$ cat src/hdl/sfi_pkg.sv
package sfi_pkg;

   localparam int SFI_FRAMES   = 256;
   localparam int SFI_FFT_SIZE = 64;
   localparam int QUEUE_DEPTH  = 4;

   localparam int TIME_W   = 24;
   localparam int VALUE_W  = 24;
   localparam int FRAC_W   = 16;
   localparam int WEIGHT_W = FRAC_W + 1;
   localparam int DIV_W    = TIME_W + FRAC_W;

   localparam logic [2:0] CMD_WRITE_PERIODIC  = 3'd0;
   localparam logic [2:0] CMD_WRITE_APERIODIC = 3'd1;
   localparam logic [2:0] CMD_WRITE_PITCH     = 3'd2;
   localparam logic [2:0] CMD_QUERY_SPECTRUM  = 3'd3;
   localparam logic [2:0] CMD_QUERY_F0        = 3'd4;

   localparam logic CSR_FRAME_PERIOD  = 1'b0;
   localparam logic CSR_FRAMES_IN_USE = 1'b1;

   localparam logic [15:0] FRAME_PERIOD_RESET  = 16'd1280;
   localparam logic [8:0]  FRAMES_IN_USE_RESET = 9'd256;

   localparam logic [WEIGHT_W-1:0] WEIGHT_ONE = WEIGHT_W'(1 << FRAC_W);

   typedef enum logic [2:0] {
      OP_WRITE_PERIODIC,
      OP_WRITE_APERIODIC,
      OP_WRITE_PITCH,
      OP_QUERY_SPECTRUM,
      OP_QUERY_F0,
      OP_SIZE_MISMATCH
   } op_kind_type;

   typedef struct packed {
      logic        valid;
      op_kind_type kind;
      logic [5:0]  bin;
      logic        last;
   } tag_type;

endpackage

$ cat src/hdl/sfi_queue.sv
module sfi_queue
   import sfi_pkg::*;
#(
   parameter int WIDTH = 8,
   parameter int DEPTH = QUEUE_DEPTH
) (
   input  logic             clock,
   input  logic             reset,
   input  logic             in_valid,
   output logic             in_ready,
   input  logic [WIDTH-1:0] in_data,
   output logic             out_valid,
   input  logic             out_ready,
   output logic [WIDTH-1:0] out_data
);

   localparam int PW = $clog2(DEPTH);
   localparam int CW = $clog2(DEPTH + 1);

   logic [WIDTH-1:0] data_ff [DEPTH];
   logic [PW-1:0]    wr_ptr_ff, wr_ptr_in;
   logic [PW-1:0]    rd_ptr_ff, rd_ptr_in;
   logic [CW-1:0]    count_ff, count_in;
   logic             push;
   logic             pop;

   assign in_ready  = count_ff != CW'(DEPTH);
   assign out_valid = count_ff != '0;
   assign out_data  = data_ff[rd_ptr_ff];
   assign push      = in_valid && in_ready;
   assign pop       = out_valid && out_ready;

   always_comb begin
      wr_ptr_in = wr_ptr_ff;
      rd_ptr_in = rd_ptr_ff;
      count_in  = count_ff;
      if (push) begin
         wr_ptr_in = (wr_ptr_ff == PW'(DEPTH - 1)) ? '0 : wr_ptr_ff + PW'(1);
      end
      if (pop) begin
         rd_ptr_in = (rd_ptr_ff == PW'(DEPTH - 1)) ? '0 : rd_ptr_ff + PW'(1);
      end
      if (push && !pop) begin
         count_in = count_ff + CW'(1);
      end else if (pop && !push) begin
         count_in = count_ff - CW'(1);
      end
   end

   always_ff @(posedge clock) begin
      if (reset) begin
         wr_ptr_ff <= '0;
         rd_ptr_ff <= '0;
         count_ff  <= '0;
      end else begin
         wr_ptr_ff <= wr_ptr_in;
         rd_ptr_ff <= rd_ptr_in;
         count_ff  <= count_in;
      end
   end

   always_ff @(posedge clock) begin
      if (push) begin
         data_ff[wr_ptr_ff] <= in_data;
      end
   end

endmodule

$ cat config.mk
export PLATFORM = sky130hd
export DESIGN_NAME = sfi_queue
export DESIGN_NICKNAME = d
export VERILOG_FILES = /design/src/hdl/sfi_pkg.sv /design/src/hdl/sfi_queue.sv
export SDC_FILE = /design/constraint.sdc
export NUM_CORES = 1
export LEC_CHECK = 0
export ABC_AREA = 1
export BUFFER_PORTS_ARGS = -buffer_cell sky130_fd_sc_hd__buf_2
export CAP_MARGIN = 20
export CORE_MARGIN = 2
export CORE_UTILIZATION = 53
export CTS_BUF_LIST = sky130_fd_sc_hd__clkbuf_4 sky130_fd_sc_hd__clkbuf_8
export CTS_CLUSTER_SIZE = 16
export DETAILED_ROUTE_END_ITERATION = 6
export PLACE_DENSITY = 0.77
export SYNTH_ARGS = -nofsm -noshare
export SYNTH_HDL_FRONTEND = slang
export SYNTH_SLANG_ARGS = --single-unit
$ cat constraint.sdc
create_clock -name clock -period 1.5 [get_ports clock]
set_input_delay 0.075 -clock clock [delete_from_list [all_inputs] [get_ports clock]]
set_output_delay 0.075 -clock clock [all_outputs]
set_load 0.02 [all_outputs]
==> flow_summary.toml <==
[clocking]
cts_inserted_buffers = 5
tritoncts = "built"
clk_path_buf_depth = 2
worst_skew_pair.late_latency_ns = 0.35
cts_root_buf = "clkbuf_4"
htree_levels = 2
path_clk_slew_ns = 0.11
clock_sinks = 41

[outcome]
status = "finished, violations left"
violations = "setup timing"

[flow_run]
drv_cap = 0

[drt]
via_per_inst = 5.058
wl_met1_mm = 1.326
drt-wirelength-per-cell_microns = 13.93
routed_wl_mm = 3.358
drtPass1Iterations = 4
met2_length_mm = 1.862
drtAntennaViolNets = 0
vias = 1219
drt_iter0_markers = 22
routed-wl-met3_microns = 92
drc = 0
top_layer_used = "met4"

[power_and_ir_drop]
power_per_cell_area_nw_per_um2 = 1688
power.leakage_nw = 0.8925
ir_drop_mv = 1.428

[setup_path]
required_ns = 1.75
cp.arrival_ns = 1.89
r2r.worst_path.cells = 10
crit_path_max_fanout = 2
r2r-start = "count_ff[1]"
worstSetupEndpointType = "flop"
path_class = "reg -> reg"
r2r_slack_ns = -0.14
r2r_end = "count_ff[2]"
critPathLaunchType = "flop"

[die]
start_util = 0.5557
fp-row-count = 20
fp.dieW_microns = 60.58
io_pins = 22
die-area_sq_um = 3670
core-area_sq_um = 3053
die_h_microns = 60.58

[sta]
max_freq_ghz = 0.6088
fin_crit_sh = 1.095
max-slew-margin-rel = 0.8557
grt_setup_unrepaired = "yes"
setup_viol = 2
setup_ws_ns = -0.1425
skew_ns = 0.01858
slew_violations = 0
hold_viol = 0
layout_min_cycle_time_ns = 1.643
tightest_slew_ns = 0.2162
hold_ws_ns = 0.04081
final.setup.tns_ns = -0.2393

[cells_and_area]
area_growth_pct = 29.87
antenna_cells = 0
final_net_count = 215
num-fill-cells = 248
drive_gt1_frac = 0.3503
finalNonFillerCells = 241

[synthesis]
yosysWarnings = 0
ys_seq_area_frac = 0.6726
synth_top_area_share = 0.5664
synth_area_sq_um = 1697
synthTopCellsByArea = "edfxtp_1, dfxtp_1, nor2_1, ha_1, o21ai_0"
syn-num-nets = 164
yosysTopAreaCell = "edfxtp_1"
avgSynthCellArea_sq_um = 11.70
synth_cells = 145
netlist-cell-type-count = 20
synth-seq-cells = 41

[min_path]
hold_depth = 3
worstHoldStart = "in_valid"
whs_endpoint = "wr_ptr_ff[1]"
hold_class = "in -> reg"

[global_routing]
grt_pass1_wl_mm = 5.209
grt_max_degree = 17
gr-total-overflow = 0
antenna_found_initial = 0
track_usage = 0.2015
grt_pass1_vias = 1232

[placement]
place.gp.congestion = 0.7297
placedCellCount = 220
hpwlAfterDp_mm = 2.207
portBuffers = 21
[worst max path at each step]
stage	startpoint	endpoint	slack (ns)	cells past startpoint
after floorplan	count_ff[0]	count_ff[1]	-0.14	9
after global placement	count_ff[0]	count_ff[2]	-0.07	12
after detailed placement	count_ff[0]	count_ff[2]	-0.14	12
after CTS	count_ff[1]	count_ff[1]	-0.09	9
after global routing	count_ff[1]	count_ff[1]	-0.19	9
final	count_ff[1]	count_ff[2]	-0.14	10
[placed cells by master (no fill, tap or decap), drive strengths merged]
cell         instances
nand4                1
o21ai               17
nand3b               2
inv                 16
fa                   1
nor2                33
dfxtp                9
o22ai                8
ha                   6
xor2                 1
nand3                1
edfxtp              32
clkinvlp             1
a21oi                2
buf                 37
clkbuf               7
dlygate4sd3          9
nand2               14
[per-stage QoR]
| stage | total power, mW | util | worst slack [ns] | area, sq um |
|---|---|---|---|---|
| 5_1_grt | 3.960 | 0.7217 | -0.1895 | 2203 |
| 2_1_floorplan | 2.495 | - | -0.1369 | 1744 |
| 6_report | 3.719 | 0.7217 | -0.1425 | 2203 |
| 4_1_cts | 3.592 | 0.7025 | -0.09411 | 2145 |
| 3_5_place_dp | 2.973 | 0.6459 | -0.1382 | 1972 |
| 3_3_place_gp | 2.891 | 0.6459 | -0.06650 | 1972 |
[worst max-delay path: stages (launching register included)]
cell,delay (ns)
dfxtp_2,0.36
nor2_4,0.16
nand2_4,0.07
nand2_4,0.07
ha_4,0.15
inv_4,0.04
fa_2,0.35
nand2_2,0.11
nand4_1,0.12
nand2_1,0.08
nor2_1,0.04
[where the power goes]
group / switching (mW) / total (mW) / internal (mW)
clock network: 0.344 / 0.592 / 0.248
logic: 0.898 / 1.55 / 0.656
registers: 0.143 / 1.57 / 1.43
total: 1.39 / 3.72 / 2.33
[final cells by class]
cell class | count | area, sq um | share of cell area
multi-input cells | 86 | 529.3 | 0.2402
well taps | 44 | 55.05 | 0.02499
inverters | 16 | 70.07 | 0.03180
clock buffers | 7 | 58.81 | 0.02669
clock inverters | 1 | 7.507 | 0.003407
repair buffers | 46 | 327.8 | 0.1488
flip-flops and latches | 41 | 1155 | 0.5241
[layer usage]
| layer | global-route usage | up-vias |
|---|---|---|
| met2 | 0.3671 | 22 |
| met1 | 0.2211 | 589 |
| met5 | 0 | - |
| met4 | 0.1025 | 0 |
| met3 | 0.04051 | 9 |
| li1 | - | 599 |
[cells in the mapped netlist, drive strengths merged]
library cell  number
nor2              33
edfxtp            32
o21ai             17
inv               16
nand2             14
dfxtp              9
o22ai              8
ha                 6
a21oi              2
buf                2
nand3b             2
fa                 1
nand3              1
nand4              1
xor2               1
[state kept, by name, summed over array words and instances, names as in the netlist, named ones only]
signal and cells:
rd_ptr_ff 2, data_ff 32, wr_ptr_ff 2, count_ff 3
[logic make-up (layout without fill, tap and decap cells)]
logic type	after synthesis	in the layout	share of synthesized area
buffers and inverters	18	70	0.04867
AO/OA/AOI/OAI	27	27	0.09218
adder cells (fa/ha/maj)	7	7	0.05605
AND/OR/NAND/NOR	51	51	0.1254
flip-flops	41	41	0.6726
XOR/XNOR	1	1	0.005163
[repair_timing]
item | in CTS | in global routing
pin swaps | 6 | 2
setup buffers | 2 | 2
gates resized for setup | 2 | 19
hold endpoints to repair | 33 | 0
endpoints found under the setup margin | 10 | 10
hold buffers | 9 | 0
cloned | 0 | 0
Power figures use the tool's default switching activity.
