<file path="src/hdl/sfi_pkg.sv">
package sfi_pkg;

   localparam int SFI_FRAMES   = 256;
   localparam int SFI_FFT_SIZE = 64;
   localparam int QUEUE_DEPTH  = 4;

   localparam int TIME_W   = 24;
   localparam int VALUE_W  = 24;
   localparam int FRAC_W   = 16;
   localparam int WEIGHT_W = FRAC_W + 1;
   localparam int DIV_W    = TIME_W + FRAC_W;

   localparam logic [2:0] CMD_WRITE_PERIODIC  = 3'd0;
   localparam logic [2:0] CMD_WRITE_APERIODIC = 3'd1;
   localparam logic [2:0] CMD_WRITE_PITCH     = 3'd2;
   localparam logic [2:0] CMD_QUERY_SPECTRUM  = 3'd3;
   localparam logic [2:0] CMD_QUERY_F0        = 3'd4;

   localparam logic CSR_FRAME_PERIOD  = 1'b0;
   localparam logic CSR_FRAMES_IN_USE = 1'b1;

   localparam logic [15:0] FRAME_PERIOD_RESET  = 16'd1280;
   localparam logic [8:0]  FRAMES_IN_USE_RESET = 9'd256;

   localparam logic [WEIGHT_W-1:0] WEIGHT_ONE = WEIGHT_W'(1 << FRAC_W);

   typedef enum logic [2:0] {
      OP_WRITE_PERIODIC,
      OP_WRITE_APERIODIC,
      OP_WRITE_PITCH,
      OP_QUERY_SPECTRUM,
      OP_QUERY_F0,
      OP_SIZE_MISMATCH
   } op_kind_type;

   typedef struct packed {
      logic        valid;
      op_kind_type kind;
      logic [5:0]  bin;
      logic        last;
   } tag_type;

endpackage

</file>
<file path="src/hdl/sfi_front.sv">
module sfi_front
   import sfi_pkg::*;
#(
   parameter int FRAMES = SFI_FRAMES,
   parameter int FFT_SIZE = SFI_FFT_SIZE,
   localparam int NB = FFT_SIZE / 2 + 1,
   localparam int FW = $clog2(FRAMES),
   localparam int AW = $clog2(FRAMES * NB)
) (
   input  logic                      clock,
   input  logic                      reset,
   input  logic                      req_valid,
   output logic                      req_ready,
   input  logic [2:0]                req_command,
   input  logic [7:0]                req_frame,
   input  logic [5:0]                req_bin,
   input  logic signed [VALUE_W-1:0] req_value,
   input  logic [TIME_W-1:0]         req_time_ms,
   input  logic [15:0]               req_fft_size_asked,
   input  logic                      csr_we,
   input  logic                      csr_index,
   input  logic [15:0]               csr_wdata,
   output logic                      op_valid,
   input  logic                      op_ready,
   output op_kind_type               op_kind,
   output logic [AW-1:0]             op_addr_a,
   output logic [AW-1:0]             op_addr_b,
   output logic [VALUE_W-1:0]        op_value,
   output logic [WEIGHT_W-1:0]       op_weight
);

   localparam int STEP_W = $clog2(DIV_W);

   typedef enum logic [3:0] {
      F_IDLE   = 4'b0001,
      F_DIVIDE = 4'b0010,
      F_LOCATE = 4'b0100,
      F_PUSH   = 4'b1000
   } front_state_type;

   front_state_type       state_ff, state_in;
   logic [15:0]           frame_period_ff, frame_period_in;
   logic [8:0]            frames_in_use_ff, frames_in_use_in;
   op_kind_type           kind_ff, kind_in;
   logic [AW-1:0]         addr_a_ff, addr_a_in;
   logic [AW-1:0]         addr_b_ff, addr_b_in;
   logic [VALUE_W-1:0]    value_ff, value_in;
   logic [WEIGHT_W-1:0]   weight_ff, weight_in;
   logic [DIV_W-1:0]      dq_ff, dq_in;
   logic [15:0]           rem_ff, rem_in;
   logic [STEP_W-1:0]     step_ff, step_in;

   logic [15:0]           period;
   logic [FW-1:0]         last_frame;
   logic                  frame_ok;
   logic                  bin_ok;
   logic [AW-1:0]         write_addr;
   logic [16:0]           partial;
   logic [16:0]           diff;
   logic                  fits;
   logic [TIME_W-1:0]     quot;
   logic [FRAC_W-1:0]     frac;
   logic                  beyond_end;
   logic                  rem_nonzero;
   logic [FW-1:0]         q_frame;
   logic [FW-1:0]         lo_frame;
   logic [FW-1:0]         hi_frame;

   assign req_ready = (state_ff == F_IDLE);
   assign op_valid  = (state_ff == F_PUSH);
   assign op_kind   = kind_ff;
   assign op_addr_a = addr_a_ff;
   assign op_addr_b = addr_b_ff;
   assign op_value  = value_ff;
   assign op_weight = weight_ff;

   assign period = (frame_period_ff == 16'd0) ? 16'd1 : frame_period_ff;

   always_comb begin
      if (frames_in_use_ff == 9'd0) begin
         last_frame = '0;
      end else if (32'(frames_in_use_ff) > FRAMES) begin
         last_frame = FW'(FRAMES - 1);
      end else begin
         last_frame = FW'(frames_in_use_ff - 9'd1);
      end
   end

   assign frame_ok   = 32'(req_frame) < FRAMES;
   assign bin_ok     = 32'(req_bin) < NB;
   assign write_addr = AW'(AW'(req_frame) * AW'(NB)) + AW'(req_bin);

   // restoring division of time * 2^16 by the period, one quotient bit a step
   assign partial = {rem_ff, dq_ff[DIV_W-1]};
   assign diff    = partial - {1'b0, period};
   assign fits    = partial >= {1'b0, period};

   assign quot        = dq_ff[DIV_W-1 -: TIME_W];
   assign frac        = dq_ff[FRAC_W-1:0];
   assign beyond_end  = quot > TIME_W'(last_frame);
   assign rem_nonzero = (frac != '0) || (rem_ff != 16'd0);
   assign q_frame     = FW'(quot);
   assign lo_frame    = beyond_end ? last_frame : q_frame;
   assign hi_frame    = beyond_end ? last_frame :
                        ((rem_nonzero && (q_frame != last_frame)) ? q_frame + FW'(1) : q_frame);

   always_comb begin
      state_in         = state_ff;
      frame_period_in  = frame_period_ff;
      frames_in_use_in = frames_in_use_ff;
      kind_in          = kind_ff;
      addr_a_in        = addr_a_ff;
      addr_b_in        = addr_b_ff;
      value_in         = value_ff;
      weight_in        = weight_ff;
      dq_in            = dq_ff;
      rem_in           = rem_ff;
      step_in          = step_ff;

      if (csr_we) begin
         case (csr_index)
            CSR_FRAME_PERIOD: begin
               frame_period_in = csr_wdata;
            end
            CSR_FRAMES_IN_USE: begin
               frames_in_use_in = csr_wdata[8:0];
            end
            default: begin
            end
         endcase
      end

      case (state_ff)
         F_IDLE: begin
            if (req_valid) begin
               value_in = req_value;
               case (req_command)
                  CMD_WRITE_PERIODIC, CMD_WRITE_APERIODIC: begin
                     if (frame_ok && bin_ok) begin
                        kind_in   = (req_command == CMD_WRITE_PERIODIC) ?
                                    OP_WRITE_PERIODIC : OP_WRITE_APERIODIC;
                        addr_a_in = write_addr;
                        state_in  = F_PUSH;
                     end
                  end
                  CMD_WRITE_PITCH: begin
                     if (frame_ok) begin
                        kind_in   = OP_WRITE_PITCH;
                        addr_a_in = AW'(req_frame);
                        state_in  = F_PUSH;
                     end
                  end
                  CMD_QUERY_SPECTRUM: begin
                     if (req_fft_size_asked != 16'(FFT_SIZE)) begin
                        kind_in  = OP_SIZE_MISMATCH;
                        state_in = F_PUSH;
                     end else begin
                        kind_in  = OP_QUERY_SPECTRUM;
                        dq_in    = {req_time_ms, FRAC_W'(0)};
                        rem_in   = 16'd0;
                        step_in  = '0;
                        state_in = F_DIVIDE;
                     end
                  end
                  CMD_QUERY_F0: begin
                     kind_in  = OP_QUERY_F0;
                     dq_in    = {req_time_ms, FRAC_W'(0)};
                     rem_in   = 16'd0;
                     step_in  = '0;
                     state_in = F_DIVIDE;
                  end
                  default: begin
                  end
               endcase
            end
         end
         F_DIVIDE: begin
            dq_in   = {dq_ff[DIV_W-2:0], fits};
            rem_in  = fits ? diff[15:0] : partial[15:0];
            step_in = step_ff + STEP_W'(1);
            if (step_ff == STEP_W'(DIV_W - 1)) begin
               state_in = F_LOCATE;
            end
         end
         F_LOCATE: begin
            weight_in = beyond_end ? WEIGHT_ONE : {1'b0, frac};
            if (kind_ff == OP_QUERY_SPECTRUM) begin
               addr_a_in = AW'(AW'(lo_frame) * AW'(NB));
               addr_b_in = AW'(AW'(hi_frame) * AW'(NB));
            end else begin
               addr_a_in = AW'(lo_frame);
               addr_b_in = AW'(hi_frame);
            end
            state_in = F_PUSH;
         end
         F_PUSH: begin
            if (op_ready) begin
               state_in = F_IDLE;
            end
         end
         default: begin
            state_in = F_IDLE;
         end
      endcase
   end

   always_ff @(posedge clock) begin
      if (reset) begin
         state_ff         <= F_IDLE;
         frame_period_ff  <= FRAME_PERIOD_RESET;
         frames_in_use_ff <= FRAMES_IN_USE_RESET;
      end else begin
         state_ff         <= state_in;
         frame_period_ff  <= frame_period_in;
         frames_in_use_ff <= frames_in_use_in;
      end
   end

   always_ff @(posedge clock) begin
      kind_ff   <= kind_in;
      addr_a_ff <= addr_a_in;
      addr_b_ff <= addr_b_in;
      value_ff  <= value_in;
      weight_ff <= weight_in;
      dq_ff     <= dq_in;
      rem_ff    <= rem_in;
      step_ff   <= step_in;
   end

endmodule

</file>
<file path="config.mk">
export PLATFORM = sky130hd
export DESIGN_NAME = sfi_front
export DESIGN_NICKNAME = d
export VERILOG_FILES = /design/src/hdl/sfi_pkg.sv /design/src/hdl/sfi_front.sv
export SDC_FILE = /design/constraint.sdc
export NUM_CORES = 1
export LEC_CHECK = 0
export ABC_AREA = 1
export BUFFER_PORTS_ARGS = -buffer_cell sky130_fd_sc_hd__buf_2
export CELL_PAD_IN_SITES_DETAIL_PLACEMENT = 0
export CELL_PAD_IN_SITES_GLOBAL_PLACEMENT = 1
export CORE_ASPECT_RATIO = 2
export CORE_UTILIZATION = 40
export DETAILED_ROUTE_END_ITERATION = 7
export HOLD_SLACK_MARGIN = 0.05
export PLACE_DENSITY_LB_ADDON = 0.08
export SLEW_MARGIN = 30
export SYNTH_ARGS = -nofsm -noshare
export SYNTH_HDL_FRONTEND = slang
export SYNTH_SLANG_ARGS = --single-unit
</file>
<file path="constraint.sdc">
create_clock -name clock -period 5.13 [get_ports clock]
set_input_delay 1.539 -clock clock [delete_from_list [all_inputs] [get_ports clock]]
set_output_delay 1.539 -clock clock [all_outputs]
set_load 0.005 [all_outputs]
</file>
==> results of run 1 <==
sequential cells by signal, summed over array words and instances, names as in the netlist, 6 cells and up:
register / cells
op_addr_a: 14
op_addr_b: 14
rem_ff: 16
dq_ff: 40
frame_period_ff: 16
step_ff: 6
op_value: 24
frames_in_use_ff: 9
op_weight: 17
synth_stat cells, types with 4 or more instances:
| library cell | count |
|---|---|
| xor2_1 | 16 |
| nand3_1 | 45 |
| ha_1 | 70 |
| nand2_1 | 206 |
| dfxtp_1 | 29 |
| fa_1 | 4 |
| nor2_2 | 4 |
| nand2_2 | 14 |
| clkbuf_1 | 13 |
| nor2_1 | 120 |
| buf_2 | 6 |
| a21oi_1 | 63 |
| o21ai_2 | 4 |
| o211ai_1 | 6 |
| nand4_1 | 11 |
| edfxtp_1 | 134 |
| inv_2 | 12 |
| a31oi_1 | 4 |
| nor4_1 | 9 |
| xnor2_1 | 9 |
| or2_2 | 4 |
| inv_1 | 123 |
| o21ai_0 | 62 |
| nor3_1 | 10 |
| o21ai_1 | 23 |
| buf_6 | 4 |
cell families (layout without fill, tap and decap cells):
kind of cell / count (synthesis) / after routing
AO/OA/AOI/OAI: 187 / 187
adder cells (fa/ha/maj): 74 / 74
XOR/XNOR: 25 / 25
AND/OR/NAND/NOR: 439 / 439
flip-flops: 163 / 163
buffers and inverters: 160 / 351
stage by stage:
| stage | setup WS, ns | instances | cell area, um2 | total power (uW) | hold slack [ns] |
|---|---|---|---|---|---|
| final | 0.707 | 1519 | 11200 | 4180 | 0.494 |
| after CTS | 0.667 | 1519 | 11200 | 4240 | 0.498 |
| after global routing | 0.228 | 1519 | 11200 | 4430 | 0.516 |
| after detailed placement | 0.678 | 1487 | 10600 | 2870 | 0.486 |
| after floorplan | 0.475 | 1048 | 9380 | 2490 | 0.447 |
| after global placement | 0.794 | 1487 | 10600 | 2860 | 0.478 |
layer usage:
layer	wire, um	GRT usage, %	vias up	share of wire (%)
li1	-	-	3912	-
met1	8820	21.2	3517	33
met2	16100	48.0	161	60
met3	786	3.58	51	2.9
met4	1150	12.1	0	4.3
met5	0	0	-	0
cell type report:
class / instances / area [um2] / share of cell area [%]
multi-input cells: 725 / 4150 / 37.1
clock inverters: 15 / 195 / 1.75
repair buffers: 183 / 946 / 8.46
clock buffers: 17 / 425 / 3.81
well taps: 280 / 350 / 3.13
flip-flops and latches: 163 / 4600 / 41.2
inverters: 136 / 510 / 4.57
critical path: stages, from the launching register on:
cell and delay [ns]:
dfxtp_1 0.32, inv_1 0.09, ha_1 0.22, nand3_2 0.09
nor2_2 0.05, inv_2 0.11, nand2_1 0.07, nand2_1 0.10
inv_1 0.05, ha_1 0.29, nand2_2 0.07, nor2_4 0.12
nand4_2 0.15, nand2_2 0.12, nand2_2 0.19, nand2_1 0.20
a21boi_0 0.28, ha_1 0.29, ha_1 0.28, ha_1 0.16
inv_1 0.06, fa_1 0.38, nor2_1 0.15, or2_2 0.15
nand2_2 0.07, nand2_2 0.06, a21oi_2 0.04
power by group through the flow:
stage	combinational (uW)	sequential [uW]	clock, uW
after CTS	1130	1720	1390
final	1110	1720	1350
after global placement	1110	1740	0
after floorplan	757	1730	0
after global routing	1260	1730	1430
after detailed placement	1120	1750	0
worst paths after layout:
check                                      to  depth (start not counted)                             start  slack, ns
max               op_addr_b[11]$_SDFFCE_PN0P_                         26  frames_in_use_ff[0]$_SDFFE_PP0P_       0.71
min          frames_in_use_ff[4]$_SDFFE_PP0P_                          2  frames_in_use_ff[4]$_SDFFE_PP0P_       0.49
max reg2reg       op_addr_b[11]$_SDFFCE_PN0P_                         26  frames_in_use_ff[0]$_SDFFE_PP0P_       0.71
min reg2reg  frames_in_use_ff[4]$_SDFFE_PP0P_                          2  frames_in_use_ff[4]$_SDFFE_PP0P_       0.49
==> results.ini, run 1 <==
[power_and_ir_drop]
swShare_pct=32.8
seq_power_share_pct=41.1
power_frac_clock_pct=32.4
p_sw_uw=1370
p_int_uw=2810
ir_drop_v=0.000220
p_per_area_nw_per_um2=374
power_frac_comb_pct=26.6
leakage_uw=0.00506

[placement]
gp_congestion=0.875
dpl.hpwl_mm=21.4
portBuffers=176

[grt]
grt_pass1_wl_mm=41.0
antenna_found_initial=0
grt_remaining_overflow=0
grt_use_total_pct=23.7
grt_max_degree=63
grt_pass1_vias=7851

[sta]
finalSetupViolations=0
fin_crit_ns=4.42
hold_viol=0
setup-tns-final_ns=0
tightestPinTransition_ns=0.946
slew_headroom_pct=36.7
drv_slew=0
fin_crit_sh_pct=86.2
rsz0062_at_grt=false
max_clock_freq_ghz=0.226
skew_ns=0.00974

[yosys]
postSynthCellCount=1048
muxShareOfSynthArea_pct=0
synth_top_area_share_pct=42.9
avgSynthCellArea_um2=8.95
synth-edff-count=134
synth_xor_area_share_pct=2.34
synth_cell_types=51
synthAdderAreaFrac_pct=10.2
yosys_register_bits=163
synth_compound_area_share_pct=11.2
syn-num-nets=1225
synth-simple-area-share_pct=20.3
syn_area_um2=9380
yosysTopAreaCell=edfxtp_1
async_reset_ff_share_pct=0
synth_top_family_by_area=simple AND/OR/NAND/NOR gates
ys.flop_type=edfxtp_1
yosys_warnings=0
ys_top_cells_by_area=edfxtp_1 (43%), ha_1 (9.3%), nand2_1 (8.2%)
synth_seq_area_share_pct=49.1

[detailed_routing]
routed_wl_mm=26.8
firstDrtPassIters=6
via_count=7641
drc_errors=0
ant_nets=0
via_per_inst=5.03
drt-initial-drc-count=239
wire_per_inst_um=17.7

[layout]
nets=1403
antenna_cells=0
final_cell_mix=nand2_1 (206), buf_2 (176), edfxtp_1 (134), inv_1 (123), nor2_1 (119)
layout_commonest_cell=nand2_1
fill_cells=2293
drive_above_1_share_pct=21.5
synthToLayoutAreaGrowth_pct=19.2
finish.utilization_pct=48.9

[clocking]
clk_pin_slew_ns=0.07
post_cts_buffers=0
cts.path.max_buffers=2
cts-root-buf=clkbuf_16
clk_latency_ns=0.45
ctsResizeCount=0
tritoncts=done
clock-sinks=163
cts_htree_levels=4
hold_buffers=0
cts_made_buffers=17

[die]
rows=78
die_height_um=219
dieArea_um2=24100
coreArea_um2=22800
die_x_um=110
initial_core_util_pct=41.1
ios=177

[flow_run]
max-cap-violations=0

[worst_setup_path]
required_ns=5.32
arrival_ns=4.62
endpoint_kind=flip-flop
path_class=flip-flop to flip-flop
path_max_fanout=13
start_kind=flip-flop

[min_path]
hold_path_class=flip-flop to flip-flop

[run_status]
status=finished clean

(Power assumes the default switching activity.)
==> run 2: changes to the inputs <==
- CTS_BUF_LIST: not set -> sky130_fd_sc_hd__clkbuf_4 sky130_fd_sc_hd__clkbuf_8
==> run 2 against run 1 <==
Against the previous run:
- final cell count stayed put
- register-to-register slack worse by 0.03 ns
- hold slack better by 0.0040 ns
- first-iteration DRC count grew 20%
- clock skew increased by 0.0045 ns
- fmax decreased by 0.67%
- via count about the same
- combinational power is essentially flat
- critical path type unchanged
- critical endpoint unchanged
==> results.ini, run 2 (synthesis results as in run 1) <==
[run_status]
status=finished clean  ; unchanged

[sta]
rsz0062_at_grt=false  ; unchanged
max_clock_freq_ghz=0.225  ; was 0.226 GHz
fin_crit_sh_pct=86.8  ; was 86.2%
tightestPinTransition_ns=0.929  ; was 0.946 ns
holdWs_ns=0.498  ; was 0.494 ns
drv_slew=0  ; unchanged
setup-tns-final_ns=0  ; unchanged
fin_crit_ns=4.45  ; was 4.42 ns
slew_headroom_pct=37.8  ; was 36.7%
skew_ns=0.0142  ; was 0.00974 ns
finalSetupViolations=0  ; unchanged
hold_viol=0  ; unchanged

[die]
die_height_um=219  ; unchanged
initial_core_util_pct=41.1  ; unchanged
ios=177  ; unchanged
coreArea_um2=22800  ; unchanged
dieArea_um2=24100  ; unchanged
die_x_um=110  ; unchanged
rows=78  ; unchanged

[power_and_ir_drop]
p_per_area_nw_per_um2=350  ; was 374 nW/um2
ir_drop_v=0.000191  ; was 0.000220 V
leakage_uw=0.00497  ; was 0.00506 uW

[worst_setup_path]
cp_top_family=adder cells  ; unchanged
critPathBufInv=4  ; unchanged
endpoint_kind=flip-flop  ; unchanged
reg2reg_slack_ns=0.68  ; was 0.71 ns
max_stage_delay_ns=0.38  ; about the same
path_max_fanout=13  ; unchanged
required_ns=5.36  ; was 5.32 ns
start_kind=flip-flop  ; unchanged
arrival_ns=4.68  ; was 4.62 ns
cpMaxStageDelayCell=fa_1  ; unchanged
path_class=flip-flop to flip-flop  ; unchanged

[clocking]
cts-root-buf=clkbuf_8  ; was clkbuf_16
ctsResizeCount=0  ; unchanged
tritoncts=done  ; unchanged
clk_latency_ns=0.48  ; was 0.45 ns
clk_pin_slew_ns=0.10  ; was 0.07 ns
cts_htree_levels=4  ; unchanged
post_cts_buffers=0  ; unchanged
cts.path.max_buffers=2  ; unchanged
hold_buffers=0  ; unchanged
clock-sinks=163  ; unchanged
cts_made_buffers=17  ; unchanged

[grt]
grt_pass1_wl_mm=41.0  ; about the same
grt_max_degree=63  ; unchanged
grt_use_total_pct=23.6  ; was 23.7%
grt_pass1_vias=7868  ; was 7851
antenna_found_initial=0  ; unchanged
grt_remaining_overflow=0  ; unchanged

[layout]
drive_above_1_share_pct=21.5  ; unchanged
layout_commonest_cell=nand2_1  ; unchanged
nets=1403  ; unchanged
final_cell_mix=nand2_1 (206), buf_2 (176), edfxtp_1 (134), inv_1 (123), nor2_1 (119)  ; unchanged
largest_register_ffs=40  ; unchanged
largest-register=dq_ff  ; unchanged
antenna_cells=0  ; unchanged
synthToLayoutAreaGrowth_pct=17.2  ; was 19.2%
fill_cells=2316  ; was 2293

[detailed_routing]
via_per_inst=5.03  ; about the same
routed_wl_mm=26.8  ; about the same
ant_nets=0  ; unchanged
wire_per_inst_um=17.6  ; was 17.7 um
via_count=7647  ; was 7641
drt-initial-drc-count=287  ; was 239
drc_errors=0  ; unchanged
firstDrtPassIters=4  ; was 6

[placement]
portBuffers=176  ; unchanged
gp_congestion=0.875  ; unchanged
dpl.hpwl_mm=21.4  ; unchanged

[flow_run]
max-cap-violations=0  ; unchanged

[min_path]
hold_path_class=flip-flop to flip-flop  ; unchanged

[run 2: cell counts in the layout (fill, tap and decap cells not counted)]
Identical to the previous run, type by type.
[run 2: path summary, 6_finish.rpt]
kind                                         start                          endpoint  cells past startpoint
setup / recovery  frames_in_use_ff[0]$_SDFFE_PP0P_       op_addr_b[11]$_SDFFCE_PN0P_                     26
hold / removal    frames_in_use_ff[4]$_SDFFE_PP0P_  frames_in_use_ff[4]$_SDFFE_PP0P_                      2
setup reg to reg  frames_in_use_ff[0]$_SDFFE_PP0P_       op_addr_b[11]$_SDFFCE_PN0P_                     26
hold reg to reg   frames_in_use_ff[4]$_SDFFE_PP0P_  frames_in_use_ff[4]$_SDFFE_PP0P_                      2
[run 2: routing by layer]
| metal | global-route usage [%] | up-vias | wire, um |
|---|---|---|---|
| li1 | - | 3904 | - |
| met1 | 21.1 | 3536 | 8800 |
| met2 | 47.6 | 163 | 16100 |
| met3 | 3.67 | 44 | 734 |
| met4 | 12.3 | 0 | 1130 |
| met5 | 0 | - | 0 |
[run 2: cell type report]
class	count	area, um2	area share (%)
sequential	163	4600	41.9
clock inverter	15	195	1.78
inverter	136	510	4.65
timing repair buffer	183	946	8.61
multi-input combinational	725	4150	37.7
clock buffer	17	234	2.13
tap	280	350	3.19
[run 2: stage by stage]
stage	total power (uW)	setup slack, ns	instance area (um2)	util, %	cells
2_1_floorplan	2490	0.475	9380	-	1048
3_3_place_gp	2860	0.794	10600	46.2	1487
3_5_place_dp	2870	0.678	10600	46.2	1487
5_1_grt	4100	0.197	11000	48.1	1519
6_report	3850	0.677	11000	48.1	1519
4_1_cts	3910	0.639	11000	48.1	1519
[run 2: report_power, final]
group / internal (uW) / switching, uW
logic: 402 / 707
clock network: 496 / 528
registers: 1630 / 90.6
[run 2: worst min-delay path, cell delays in order (launching register included)]
cell and delay (ns):
dfxtp_1 0.33, inv_2 0.07, a21oi_1 0.06
